### src/rtl/scec_pkg.sv
// Shared types and constants for the serial CRC encode/check unit.
// No dependencies.
package scec_pkg;

  localparam int CRC_WIDTH_DEF = 3;

  localparam int REG_IDX_W = 1;
  localparam logic [REG_IDX_W-1:0] REG_CHECK_MODE = 1'b0;
  localparam logic [REG_IDX_W-1:0] REG_GEN_LOW    = 1'b1;

  typedef struct packed {
    logic out_bit;
    logic is_check_bit;
    logic end_of_run;
    logic error_found;
    logic too_short;
  } result_t;

endpackage

### src/rtl/serial_crc_encode_check_unit.sv
// Top level of the bit-serial CRC encoder/checker.
// Depends on scec_pkg, scec_divider and scec_result_reg.
//
// Usage:
//   Input channel (in_valid/in_ready) carries one message bit per beat,
//   highest order first, with last_bit on the final bit. Output channel
//   (out_valid/out_ready) carries result beats.
//   Encode mode: every bit comes back as one beat; after the last bit the
//   CRC_WIDTH check bits follow, MSB first, the final one with end_of_run.
//   Check mode: one beat after the last bit with error_found.
//   Runs shorter than CRC_WIDTH+1 bits end with a single too_short beat.
//   Each input beat passes the input register, then the output register, to
//   its result beat. Throughput: one bit per cycle when not stalled. After the
//   last bit of a full encode run the input stalls for the zero-shift flush of
//   the divider, then while the check bits drain from the output register.
//   Reset clears remainder, length count, handshake state and sets the
//   registers to encode mode with generator low bits 1 (x^3+1 by default).
//   A stalled receiver holds the output beat; in encode mode one more input
//   beat may sit in the input register, then in_ready drops.
//   Configuration writes are taken at once on cfg_we.
module serial_crc_encode_check_unit import scec_pkg::*; #(
  parameter int CRC_WIDTH = CRC_WIDTH_DEF
) (
  input  logic                 clk,
  input  logic                 rst,
  input  logic                 cfg_we,
  input  logic [REG_IDX_W-1:0] cfg_index,
  input  logic [CRC_WIDTH-1:0] cfg_data,
  input  logic                 in_valid,
  output logic                 in_ready,
  input  logic                 data_bit,
  input  logic                 last_bit,
  output logic                 out_valid,
  input  logic                 out_ready,
  output logic                 out_bit,
  output logic                 is_check_bit,
  output logic                 end_of_run,
  output logic                 error_found,
  output logic                 too_short
);

  logic                 check_mode;
  logic [CRC_WIDTH-1:0] gen_low;

  logic    ir_valid;
  logic    ir_data;
  logic    ir_last;
  logic    take;
  logic    load;
  logic    out_free;
  result_t result;
  result_t held;

  always_ff @(posedge clk) begin
    if (rst) begin
      check_mode <= 1'b0;
      gen_low    <= CRC_WIDTH'(1);
    end else if (cfg_we) begin
      case (cfg_index)
        REG_CHECK_MODE: check_mode <= cfg_data[0];
        REG_GEN_LOW:    gen_low    <= cfg_data;
        default: begin
        end
      endcase
    end
  end

  assign in_ready = !ir_valid || take;

  always_ff @(posedge clk) begin
    if (rst) begin
      ir_valid <= 1'b0;
    end else if (in_ready) begin
      ir_valid <= in_valid;
    end
  end

  always_ff @(posedge clk) begin
    if (in_ready && in_valid) begin
      ir_data <= data_bit;
      ir_last <= last_bit;
    end
  end

  scec_divider #(
    .CRC_WIDTH(CRC_WIDTH)
  ) u_divider (
    .clk        (clk),
    .rst        (rst),
    .ir_valid   (ir_valid),
    .ir_data    (ir_data),
    .ir_last    (ir_last),
    .check_mode (check_mode),
    .gen_low    (gen_low),
    .out_free   (out_free),
    .take       (take),
    .load       (load),
    .result     (result)
  );

  scec_result_reg u_result (
    .clk       (clk),
    .rst       (rst),
    .load      (load),
    .result    (result),
    .out_ready (out_ready),
    .out_valid (out_valid),
    .out_free  (out_free),
    .held      (held)
  );

  assign out_bit      = held.out_bit;
  assign is_check_bit = held.is_check_bit;
  assign end_of_run   = held.end_of_run;
  assign error_found  = held.error_found;
  assign too_short    = held.too_short;

endmodule

### src/rtl/scec_divider.sv
// Division datapath: remainder and length state, per-bit step, end-of-message
// remainder flush and check-bit sequencing. Depends on scec_pkg.
module scec_divider import scec_pkg::*; #(
  parameter int CRC_WIDTH = CRC_WIDTH_DEF
) (
  input  logic                 clk,
  input  logic                 rst,
  input  logic                 ir_valid,
  input  logic                 ir_data,
  input  logic                 ir_last,
  input  logic                 check_mode,
  input  logic [CRC_WIDTH-1:0] gen_low,
  input  logic                 out_free,
  output logic                 take,
  output logic                 load,
  output result_t              result
);

  localparam int LEN_W = $clog2(CRC_WIDTH + 2);
  localparam logic [LEN_W-1:0] LEN_FULL = LEN_W'(CRC_WIDTH + 1);
  localparam int CNT_W = (CRC_WIDTH > 1) ? $clog2(CRC_WIDTH) : 1;
  localparam logic [CNT_W-1:0] CNT_TOP = CNT_W'(CRC_WIDTH - 1);

  typedef enum logic [1:0] {ST_RUN, ST_SHIFT, ST_EMIT} state_t;

  state_t               state;
  logic [CRC_WIDTH-1:0] remainder;
  logic [LEN_W-1:0]     length_count;
  logic [CNT_W-1:0]     cnt;

  logic [CRC_WIDTH-1:0] rem_step;
  logic [LEN_W-1:0]     len_step;
  logic                 short_run;
  logic                 need_out;

  function automatic logic [CRC_WIDTH-1:0] div_shift(input logic [CRC_WIDTH-1:0] r,
                                                     input logic                 b,
                                                     input logic [CRC_WIDTH-1:0] g);
    logic [CRC_WIDTH-1:0] s;
    s = (r << 1) | CRC_WIDTH'(b);
    if (r[CRC_WIDTH-1]) begin
      s = s ^ g;
    end
    return s;
  endfunction

  always_comb begin
    rem_step  = div_shift(remainder, ir_data, gen_low);
    len_step  = (length_count < LEN_FULL) ? length_count + LEN_W'(1) : length_count;
    short_run = len_step < LEN_FULL;
    need_out  = !check_mode || ir_last;
    take      = 1'b0;
    load      = 1'b0;
    result    = '0;
    case (state)
      ST_RUN: begin
        take = ir_valid && (!need_out || out_free);
        load = take && need_out;
        if (check_mode) begin
          result.end_of_run  = 1'b1;
          result.error_found = !short_run && (|rem_step);
          result.too_short   = short_run;
        end else begin
          result.out_bit    = ir_data;
          result.end_of_run = ir_last && short_run;
          result.too_short  = ir_last && short_run;
        end
      end
      ST_EMIT: begin
        load                = out_free;
        result.out_bit      = remainder[CRC_WIDTH-1];
        result.is_check_bit = 1'b1;
        result.end_of_run   = (cnt == '0);
      end
      default: begin
      end
    endcase
  end

  always_ff @(posedge clk) begin
    if (rst) begin
      state        <= ST_RUN;
      remainder    <= '0;
      length_count <= '0;
      cnt          <= '0;
    end else begin
      case (state)
        ST_RUN: begin
          if (take) begin
            if (ir_last) begin
              length_count <= '0;
              if (!check_mode && !short_run) begin
                remainder <= rem_step;
                cnt       <= CNT_TOP;
                state     <= ST_SHIFT;
              end else begin
                remainder <= '0;
              end
            end else begin
              remainder    <= rem_step;
              length_count <= len_step;
            end
          end
        end
        ST_SHIFT: begin
          remainder <= div_shift(remainder, 1'b0, gen_low);
          if (cnt == '0) begin
            cnt   <= CNT_TOP;
            state <= ST_EMIT;
          end else begin
            cnt <= cnt - CNT_W'(1);
          end
        end
        ST_EMIT: begin
          if (out_free) begin
            remainder <= remainder << 1;
            if (cnt == '0) begin
              state <= ST_RUN;
            end else begin
              cnt <= cnt - CNT_W'(1);
            end
          end
        end
        default: begin
          state <= ST_RUN;
        end
      endcase
    end
  end

endmodule

### src/rtl/scec_result_reg.sv
// Output register for result beats with valid/ready handshake.
// Depends on scec_pkg.
module scec_result_reg import scec_pkg::*; (
  input  logic    clk,
  input  logic    rst,
  input  logic    load,
  input  result_t result,
  input  logic    out_ready,
  output logic    out_valid,
  output logic    out_free,
  output result_t held
);

  assign out_free = !out_valid || out_ready;

  always_ff @(posedge clk) begin
    if (rst) begin
      out_valid <= 1'b0;
    end else if (load) begin
      out_valid <= 1'b1;
    end else if (out_ready) begin
      out_valid <= 1'b0;
    end
  end

  always_ff @(posedge clk) begin
    if (load) begin
      held <= result;
    end
  end

endmodule

### config.mk
export PLATFORM = sky130hd
export DESIGN_NAME = serial_crc_encode_check_unit
export DESIGN_NICKNAME = d
export VERILOG_FILES = /design/src/rtl/scec_pkg.sv /design/src/rtl/serial_crc_encode_check_unit.sv /design/src/rtl/scec_divider.sv /design/src/rtl/scec_result_reg.sv
export SDC_FILE = /design/constraint.sdc
export NUM_CORES = 1
export LEC_CHECK = 0
export BUFFER_PORTS_ARGS = -buffer_cell sky130_fd_sc_hd__buf_2
export CAP_MARGIN = 20
export CORE_MARGIN = 2
export CORE_UTILIZATION = 30
export CTS_BUF_LIST = sky130_fd_sc_hd__clkbuf_8
export DETAILED_ROUTE_END_ITERATION = 16
export PLACE_DENSITY = 0.55
export SYNTH_ARGS = -nofsm -noshare
export SYNTH_HDL_FRONTEND = slang
export SYNTH_SLANG_ARGS = --single-unit
### constraint.sdc
create_clock -name clk -period 1.72 [get_ports clk]
set_clock_uncertainty 0.1 [all_clocks]
set_input_delay 0.172 -clock clk [delete_from_list [all_inputs] [get_ports clk]]
set_output_delay 0.172 -clock clk [all_outputs]
set_load 0.005 [all_outputs]
---- Word-level counts from Yosys, hierarchy flattened ----
Index checks and enable logic that the tools add are counted.
word-level totals
  flip-flop bits (word level) ............. 23
  output and inout port bits .............. 7
cells by class
  add/sub/neg operators ................... 2
  order comparisons ....................... 2
  eq/ne operators ......................... 9
  mux-type cells .......................... 33
  bitwise logic cells ..................... 4
  reductions and logical operators ........ 27
operators with widths
  cell                 count
  $mux 2               12
  $mux 3               8
  $pmux 2 s3           2
  $reduce_and 6->1     2
  $pmux 3 s3           1
  $ne 2x1->1 const B   4
  $reduce_and 2->1     4
  $mux 1               7
  $logic_and 1x1->1    6
  $lt 3x3->1 const B   2
  $ne 2x2->1 const B   3
  $pmux 1 s2           3
  $xor 3x3->3          2
  $logic_not 1->1      5
  $logic_not 2->1      2
  $logic_or 1x1->1     4
  $add 3x1->3 const B  1
  $or 3x1->3           1
  $reduce_and 3->1     1
  $reduce_bool 3->1    1
  $reduce_or 3->1      1
  $eq 2x1->1 const B   1
  $eq 2x2->1 const B   1
  $reduce_bool 2->1    1
  2 further kinds      2

---- Longest topological paths before layout ----
Gate-level depths: netlist of the first run.
  depth in word-level cells ............... 9
  depth in mapped cells ................... 7
  gate-level depth less buffers ........... 6

---- By module ----
A second synthesis of the first run with hierarchy kept.
second synthesis, totals
  cell total of the unflattened synthesis .. 131
  area total of the unflattened synthesis .. 1258.7 sq um
by module, submodules not included
  module                        times used  cells an instance  area an instance (sq um)  sequential area each (sq um)
  scec_divider                  1           99                 793.3                     200.2
  serial_crc_encode_check_unit  1           23                 269.0                     160.2
  scec_result_reg               1           9                  196.4                     170.2

---- Worst setup path before layout of the first run ----
OpenSTA, ideal clock, no wires.
  path type ............................... flip-flop to flip-flop
  start ................................... reg u_divider.state[0]
  end ..................................... reg, netlist name u_result.held[0]
  data arrival time ....................... 1406 ps
  setup slack ............................. -100 ps
  stages on the path, launching flop included .. 7
  buffers on the path ..................... 1
  clock period less this slack ............ 1820 ps
  path through ............................ dfxtp_1 -> inv_1 -> ha_1 -> clkbuf_1 -> nand2_1 -> a21oi_1 -> a22o_1
between the ends
  word-level cells in the longest chain between the ends .. 2
  elaborated cells between the ends (all ways) .. 3
  those cells by class .................... 1 x eq/ne; 1 x mux; 1 x reduce/logical
RTL lines
  what                                           line                                RTL
  start, declared                                scec_divider.sv:26                  state_t state;
  start signal, assigned                         scec_divider.sv:82                  state <= ST_RUN;
  start signal, assigned                         scec_divider.sv:95                  state <= ST_SHIFT;
  start signal, assigned                         scec_divider.sv:109                 state <= ST_EMIT;
  $eq 2x2->1 or $logic_not 2->1 (tied branches)  scec_divider.sv:55                  case (state)
  $pmux 1 s2 (*)                                 scec_divider.sv:55
  named net load                                 serial_crc_encode_check_unit.sv:49  logic load;
Mark *: on every way through the listed nets, which the timed path passes. The rest lies on a longest branch.
A chain may end at the register's enable or synchronous reset.

---- Worst setup path in the final report of the first run ----
  start ................................... reg u_divider.cnt[0]
  end ..................................... reg u_divider.cnt[0]
between the ends
  word-level cells in the longest chain between the ends .. 4
  elaborated cells between the ends (all ways) .. 8
  those cells by class .................... 1 x add/sub; 1 x eq/ne; 4 x mux; 2 x reduce/logical
RTL lines
  what                    line                                      RTL
  start, declared         scec_divider.sv:29                        logic [CNT_W-1:0] cnt;
  start signal, assigned  scec_divider.sv:111                       cnt <= cnt - CNT_W'(1);
  start signal, assigned  scec_divider.sv:120                       cnt <= cnt - CNT_W'(1);
  $sub 2x1->2             scec_divider.sv:111, scec_divider.sv:120
  $mux 2                  scec_divider.sv:117                       if (cnt == '0) begin
  $mux 2                  scec_divider.sv:115                       if (out_free) begin
  $pmux 2 s3              scec_divider.sv:87                        case (state)
Several ways; a longest one is shown, not always the timed one. The select of a mux whose other input is x is not followed.

==> results of run 1 <==
==> timing repair <==
action                                  4_1_cts  5_1_grt
hold buffers                                  2        0
endpoints found under the setup margin        3       15
endpoints found under the hold margin         2        0
pin swaps                                     0        7
gates resized for setup                       5       11
setup buffers                                 0        1
==> stage by stage <==
step           total power, mW  instances
4_1_cts                  1.122        226
3_5_place_dp            0.7746        220
5_1_grt                  1.167        227
2_1_floorplan           0.7120        142
6_report                 1.116        227
3_3_place_gp            0.7718        220
==> final cells by class <==
class | instances | area share
clock buffer | 3 | 0.02498
sequential | 23 | 0.3232
clock inverter | 1 | 0.003028
multi-input combinational | 106 | 0.4497
timing repair buffer | 37 | 0.1453
inverter | 7 | 0.01590
tap | 50 | 0.03785
==> metal layers <==
metal  routed length, um  vias to the layer above
met4                  25                        0
li1                    -                      589
met1                1292                      548
met2                1442                       22
met5                   0                        -
met3                 100                        2
==> kinds of logic after synthesis <==
family,synth area share
xor gates and xnor gates,0.02082
DFF,0.4202
adders and majority gates,0.06937
and+or+nand+nor,0.1972
buffers and inverters,0.04559
AOI/OAI and AO/OA,0.2309
muxes,0.01586
==> worst register-to-register path: cells and delay by family, from the launching register on <==
kind	cells	cell delay, ns
compound gates	2	0.54
simple gates	1	0.38
flops	1	0.34
fa+ha+maj	1	0.21
buf+inv	1	0.07
==> power breakdown <==
group	switching [mW]	internal, mW
registers	0.0227	0.587
clock network	0.179	0.162
logic	0.0832	0.0833
total	0.285	0.832
==> cell usage after synthesis, types with 2 or more instances <==
cell type and n:
a211oi_1 6, a21o_1 2, a21oi_1 10, a22o_1 2, a22oi_1 2, and2_1 3
clkbuf_1 4, dfxtp_1 16, edfxtp_1 7, ha_1 7, inv_1 7, mux2i_1 2
nand2_1 18, nand2b_1 2, nand3_1 8, nand3b_1 2, nor2_1 9, nor2b_1 5
o21a_1 2, o21ai_0 6, xnor2_1 2
==> state kept, by name (all words and copies together), names as in the netlist <==
signal                  flops
u_result.held               5
gen_low                     3
u_divider.length_count      3
u_divider.remainder         3
u_divider.cnt               2
u_divider.state             2
check_mode                  1
ir_data                     1
ir_last                     1
ir_valid                    1
u_result.out_valid          1
==> worst paths after layout <==
check                           slack, ns             start  cells past startpoint          endpoint
worst max-delay path                -0.01  u_divider.cnt[0]                      5  u_divider.cnt[0]
worst min-delay path                 0.02          in_valid                      3          ir_valid
worst max register to register      -0.01  u_divider.cnt[0]                      5  u_divider.cnt[0]
worst min register to register       0.39        gen_low[2]                      2        gen_low[2]
==> results.md, run 1 <==
- Post-route DRC: 0
- Post-synth top area share: 0.2537
- CP arrival: about 1.8 ns
- Layer with the highest usage: met2
- Multi-input logic area: 743.2 um^2
- Tcrit/Tclk final: 1.006
- Leak pwr: 0.6580 nW
- Slew margin rel.: 0.7687
- Worst-Margin Slew: between 0.3 and 0.4 ns
- Final HPWL DP: between 2 and 2.5 mm
- Max-cap violations: 0
- Placed cell area: 1513 um^2
- Synth unique cells: between 40 and 50
- Maximum clock rate: between 500 and 600 MHz
- Routed len/inst: 12.60 um
- Async S/R FF share, synth: 0
- Most frequent cells in the layout: nand2_1, buf_4, buf_2, dfxtp_1
- Final worst slack: -0.01055 ns
- Top Family by Delay on Critical Path: compound AO/OA/AOI/OAI gates
- Pin count of the biggest net entering global routing: 15
- Share of layout cells above drive strength 1: 0.3107
- GRT Util Overall: 0.1356
- Clock latency on the worst-skew pair: 0.26 ns
- First-pass GRT wire length: about 4.8 mm
- Global route overflow: 0
- Largest fanout on the critical path: 3
- Die W: 68.87 um
- Crit path kind: register to register
- Routing usage on met3: 0.02110
- Slowest cell on the critical path: or3_4
- IO Count: 18
- Flip-flop and latch area: 534.3 um^2
- Final TNS setup: -0.01055 ns
- Mapped Cells: between 100 and 150
- Avg Inst Size Synth: 8.891 um^2
- TritonCTS Buffers: 3
- Post-synthesis sequential area ratio: 0.4202
- Final core utilization: 0.4102
- Worst Path Required: around 1.8 ns
- Violated checks: negative setup slack
- CTS tree: done
- Total power per unit cell area: approximately 680 nW/um^2
- Worst setup EP type: register
- Root Buffer: clkbuf_8
- Top cells by area, synth: dfxtp_1, edfxtp_1, ha_1
- Fill count: 423
- Post-Place Worst Slack: -0.01772 ns
- CP startpoint kind: register
- DR iter-0 viols: between 40 and 50
- 1st-pass router iterations: 4
- Via-to-Cell Ratio: slightly above 5
- Final hold vios: 0
- Routability cong.: ~0.8
- Max VDD drop: approximately 0.00041 V
- Clk buf depth: 2
- Rows: 23
- Port bufs: 17
- Full die area: 4743 um^2
- Fin Hold WS: a little over 0.02 ns
- Clock sinks: 23
- GR Layer Usage met2: 0.2368
- Initial antenna violation count: 0
- Synthesized Nets: 160
- Clk pin slew, worst setup/hold paths: 0.09 ns
- Post-Route WL: 2.860 mm
- CP cell instances: inv_1 -> ha_1 -> o21a_1 -> or3_4 -> o41ai_2
- Crit-path max cell delay: 0.38 ns
- Yosys reg bits: 23
- Cell accounting for the most synthesized area: dfxtp_1
- Initial Utilization: 0.3134
- Min-delay worst type: input pin to register
- Core area: between 4000 and 5000 um^2
- CP Buf/Inv Count: 1
- H-tree levels: 1
- Routed via count: approximately 1200
- Final worst path period need: 1.731 ns
- Diode count: 0
- Synth warn: 0
- Fin nets: 196
- Run status: finished, violations left
- Final setup violation count: 1
- Post-synth EDFFs: 7
- M1 GR Usage: 0.1652
- Post-route ant nets: 0
- P&R area growth vs syn: 30.92%
- Die outline height: 68.87 um
- Cell Area, Synth: 1262 um^2
- Final Cell Area: 1653 um^2
- Slew Viols, Final: 0
- Prevailing post-synth register cell: dfxtp_1
- Vias in the first global route: between 1000 and 1500
- Unrepaired setup endpoints after global routing: yes
No activity file was read; power rests on OpenSTA's default activity.
==> run 2, diff against run 1 <==
Settings changed: PLACE_DENSITY 0.55 to 0.53.
Clock period 1.72 ns to 1.9 ns, I/O delays scaled along.
==> run 2 against run 1 <==
The run now ends clean. Highest routed layer unchanged. Critical endpoint unchanged. Non-clock buffer count shrank 13. Combinational power shrank 22%. Cell area fell by 8.6%. Sequential share of layout area rose by 2.8 points. Global-route usage fell by 0.91 points. First-iteration DRC count down 31%. Wire length shrank 3.5%. Via count decreased by 5.9%. Final cell count is 5.7% lower. Fmax is 4.1% lower. Sequential cell count unchanged.
==> results.md, run 2 (synthesis results as in run 1) <==
- 1st-pass router iterations: 5 (+1)
- Commonest non-fill, non-tap cell in the layout: nand2_1
- Hold Crit Start: in_valid
- Fin nets: 183 (-6.6%)
- Routed via count: 1093 (-5.9%)
- Full die area: 4743 um^2 (unchanged)
- Worst setup EP type: register
- Maximum clock rate: 554.2 MHz (-4.1%)
- Crit path kind: register to register
- Worst-Margin Slew: 0.3827 ns (+0.04117 ns)
- Final HPWL DP: 2.086 mm (-5.4%)
- Most frequent cells in the layout: nand2_1, buf_2, dfxtp_1, a21oi_1, nor2_1
- Total Power: 1.004 mW (-10%)
- Reg power frac: 0.553 (+0.007)
- Vias in the first global route: 1002 (-8.9%)
- Clock sinks: 23 (unchanged)
- Slew margin rel.: 0.7433 (-0.02539)
- Inst Count DP: 207 (-5.9%)
- Switching part of the total: 0.2620 (+0.007096)
- Routability cong.: 0.7980 (-2.8%)
- Min-delay worst type: input pin to register
- H-tree levels: 1 (unchanged)
- Clock share of power: 0.318 (+0.013)
- Max VDD drop: 0.0002940 V (-29%)
- Clk buf depth: 2 (unchanged)
- Die W: 68.87 um (unchanged)
- CP startpoint kind: register
- Share of layout cells above drive strength 1: 0.1951 (-0.1156)
- Fin Hold WS: 0.02707 ns (+0.006521 ns)
- Final setup violation count: 0 (-1)
- P&R area growth vs syn: 19.62%
- Run status: complete, no violations
- Total power per unit cell area: 664.9 nW/um^2 (-1.6%)
- Combinational Power Share: 0.129 (-0.020)
- Post-Route WL: 2.761 mm (-3.5%)
- Met3 routed wirelength: 94 um (-6.0%)
- Diode count: 0 (unchanged)
- Unrepaired setup endpoints after global routing: yes
- Fill count: 418 (-1.2%)
- Multi-input logic area: 701.9 um^2 (-5.6%)
- Max-cap violations: 0 (unchanged)
- Initial antenna violation count: 0 (unchanged)
- Initial Utilization: 0.3134 (unchanged)
- Core area: 4029 um^2 (unchanged)
- Final worst path period need: 1.804 ns (+0.07375 ns)
- Hold endpoint: ir_valid
- Reg-to-Reg End: u_divider.cnt[0]
- Switch Pwr: 0.2630 mW (-7.5%)
- Post-Layout Cell Count: 214 (-5.7%)
- Global route overflow: 0 (unchanged)
- Die outline height: 68.87 um (unchanged)
- Clk pin slew, worst setup/hold paths: 0.09 ns (about the same)
- Final Cell Area: 1510 um^2 (-8.6%)
- Worst Reg-to-Reg Cells: 5 (unchanged)
- Post-route DRC: 0 (unchanged)
- R2R setup slack: 0.1 ns (+0.11 ns)
- Tcrit/Tclk final: 0.9496 (-0.05650)
- Placed cell area: 1409 um^2 (-6.9%)
- DR iter-0 viols: 29 (-31%)
- Clock latency on the worst-skew pair: 0.27 ns (about the same)
- Rows: 23 (unchanged)
- Pin count of the biggest net entering global routing: 15 (unchanged)
- P_int: 0.7411 mW (-11%)
- Hold Path Stages: 3 (unchanged)
- Final core utilization: 0.3748 (-0.03540)
- CTS tree: done
- Worst Path Required: 1.98 ns (+0.19 ns)
- GRT Util Overall: 0.1265 (-0.009113)
- Final hold vios: 0 (unchanged)
- Routed len/inst: 12.90 um (+2.4%)
- Wl on met1: 1.236 mm (-4.3%)
- Worst r2r src: u_divider.length_count[0]
- CP arrival: 1.89 ns (+0.09 ns)
- Slew Viols, Final: 0 (unchanged)
- Via-to-Cell Ratio: 5.107 (-0.14%)
- Most flop-heavy register: u_result.held
- Post-route ant nets: 0 (unchanged)
- First-pass GRT wire length: 4.374 mm (-9.6%)
- Root Buffer: clkbuf_8
- Met2 wire length: 1.357 mm (-5.9%)
- Flip-flop and latch area: 530.5 um^2 (-0.70%)
- Leak pwr: 0.5879 nW (-11%)
- Port bufs: 17 (unchanged)
- Number of flip-flops in the largest register: 5 (unchanged)
- Top Metal Used: met4
- IO Count: 18 (unchanged)
- TritonCTS Buffers: 3 (unchanged)
- Largest fanout on the critical path: 4 (+1)
-- run 2: worst max path at each step --
| stage | start | endpoint | slack, ns | cells after the start |
|---|---|---|---|---|
| after floorplan | u_divider.state[0] | u_result.held[0] | 0.08 | 6 |
| after global placement | u_divider.length_count[0] | u_divider.cnt[0] | 0.09 | 5 |
| after detailed placement | u_divider.length_count[0] | u_divider.cnt[0] | 0.03 | 5 |
| after CTS | u_divider.length_count[0] | u_divider.cnt[0] | 0.01 | 5 |
| after global routing | u_divider.state[0] | u_divider.remainder[1] | -0.02 | 6 |
| final | u_divider.length_count[0] | u_divider.cnt[0] | 0.1 | 5 |
-- run 2: per-stage QoR --
step                      TNS [ns]  setup WS, ns
after floorplan                  0       0.08017
after global placement           0       0.09345
after detailed placement         0       0.02682
after CTS                        0       0.01149
after global routing      -0.01549      -0.01549
final                            0       0.09569
-- run 2: power by group through the flow --
stage,clock network (mW),logic [mW],registers [mW]
2_1_floorplan,0,0.0856,0.558
4_1_cts,0.327,0.129,0.554
3_5_place_dp,0,0.125,0.566
6_report,0.319,0.130,0.555
3_3_place_gp,0,0.123,0.566
5_1_grt,0.340,0.149,0.560
-- run 2: worst max-delay path, cell delays in order (launching register included) --
cell,delay (ns)
dfxtp_1,0.39
ha_4,0.16
o21bai_1,0.09
o31a_1,0.30
or3_4,0.39
o41ai_2,0.27
-- run 2: repair_timing --
item,CTS,global route
hold buffers,2,0
resized for setup,0,6
buffers inserted,0,1
hold endpoints to repair,2,0
endpoints found under the setup margin,0,10
-- run 2: metal layers --
metal  GRT usage  vias to the layer above
li1            -                      558
met1      0.1474                      507
met2      0.2091                       21
met3     0.02273                        7
met4     0.08824                        0
met5           0                        -
-- run 2: cell type report --
cell class | count | area share
clock buffers | 3 | 0.02734
flip-flops and latches | 23 | 0.3513
clock inverters | 1 | 0.003314
multi-input cells | 106 | 0.4648
repair buffers | 24 | 0.09445
well taps | 50 | 0.04142
inverters | 7 | 0.01740
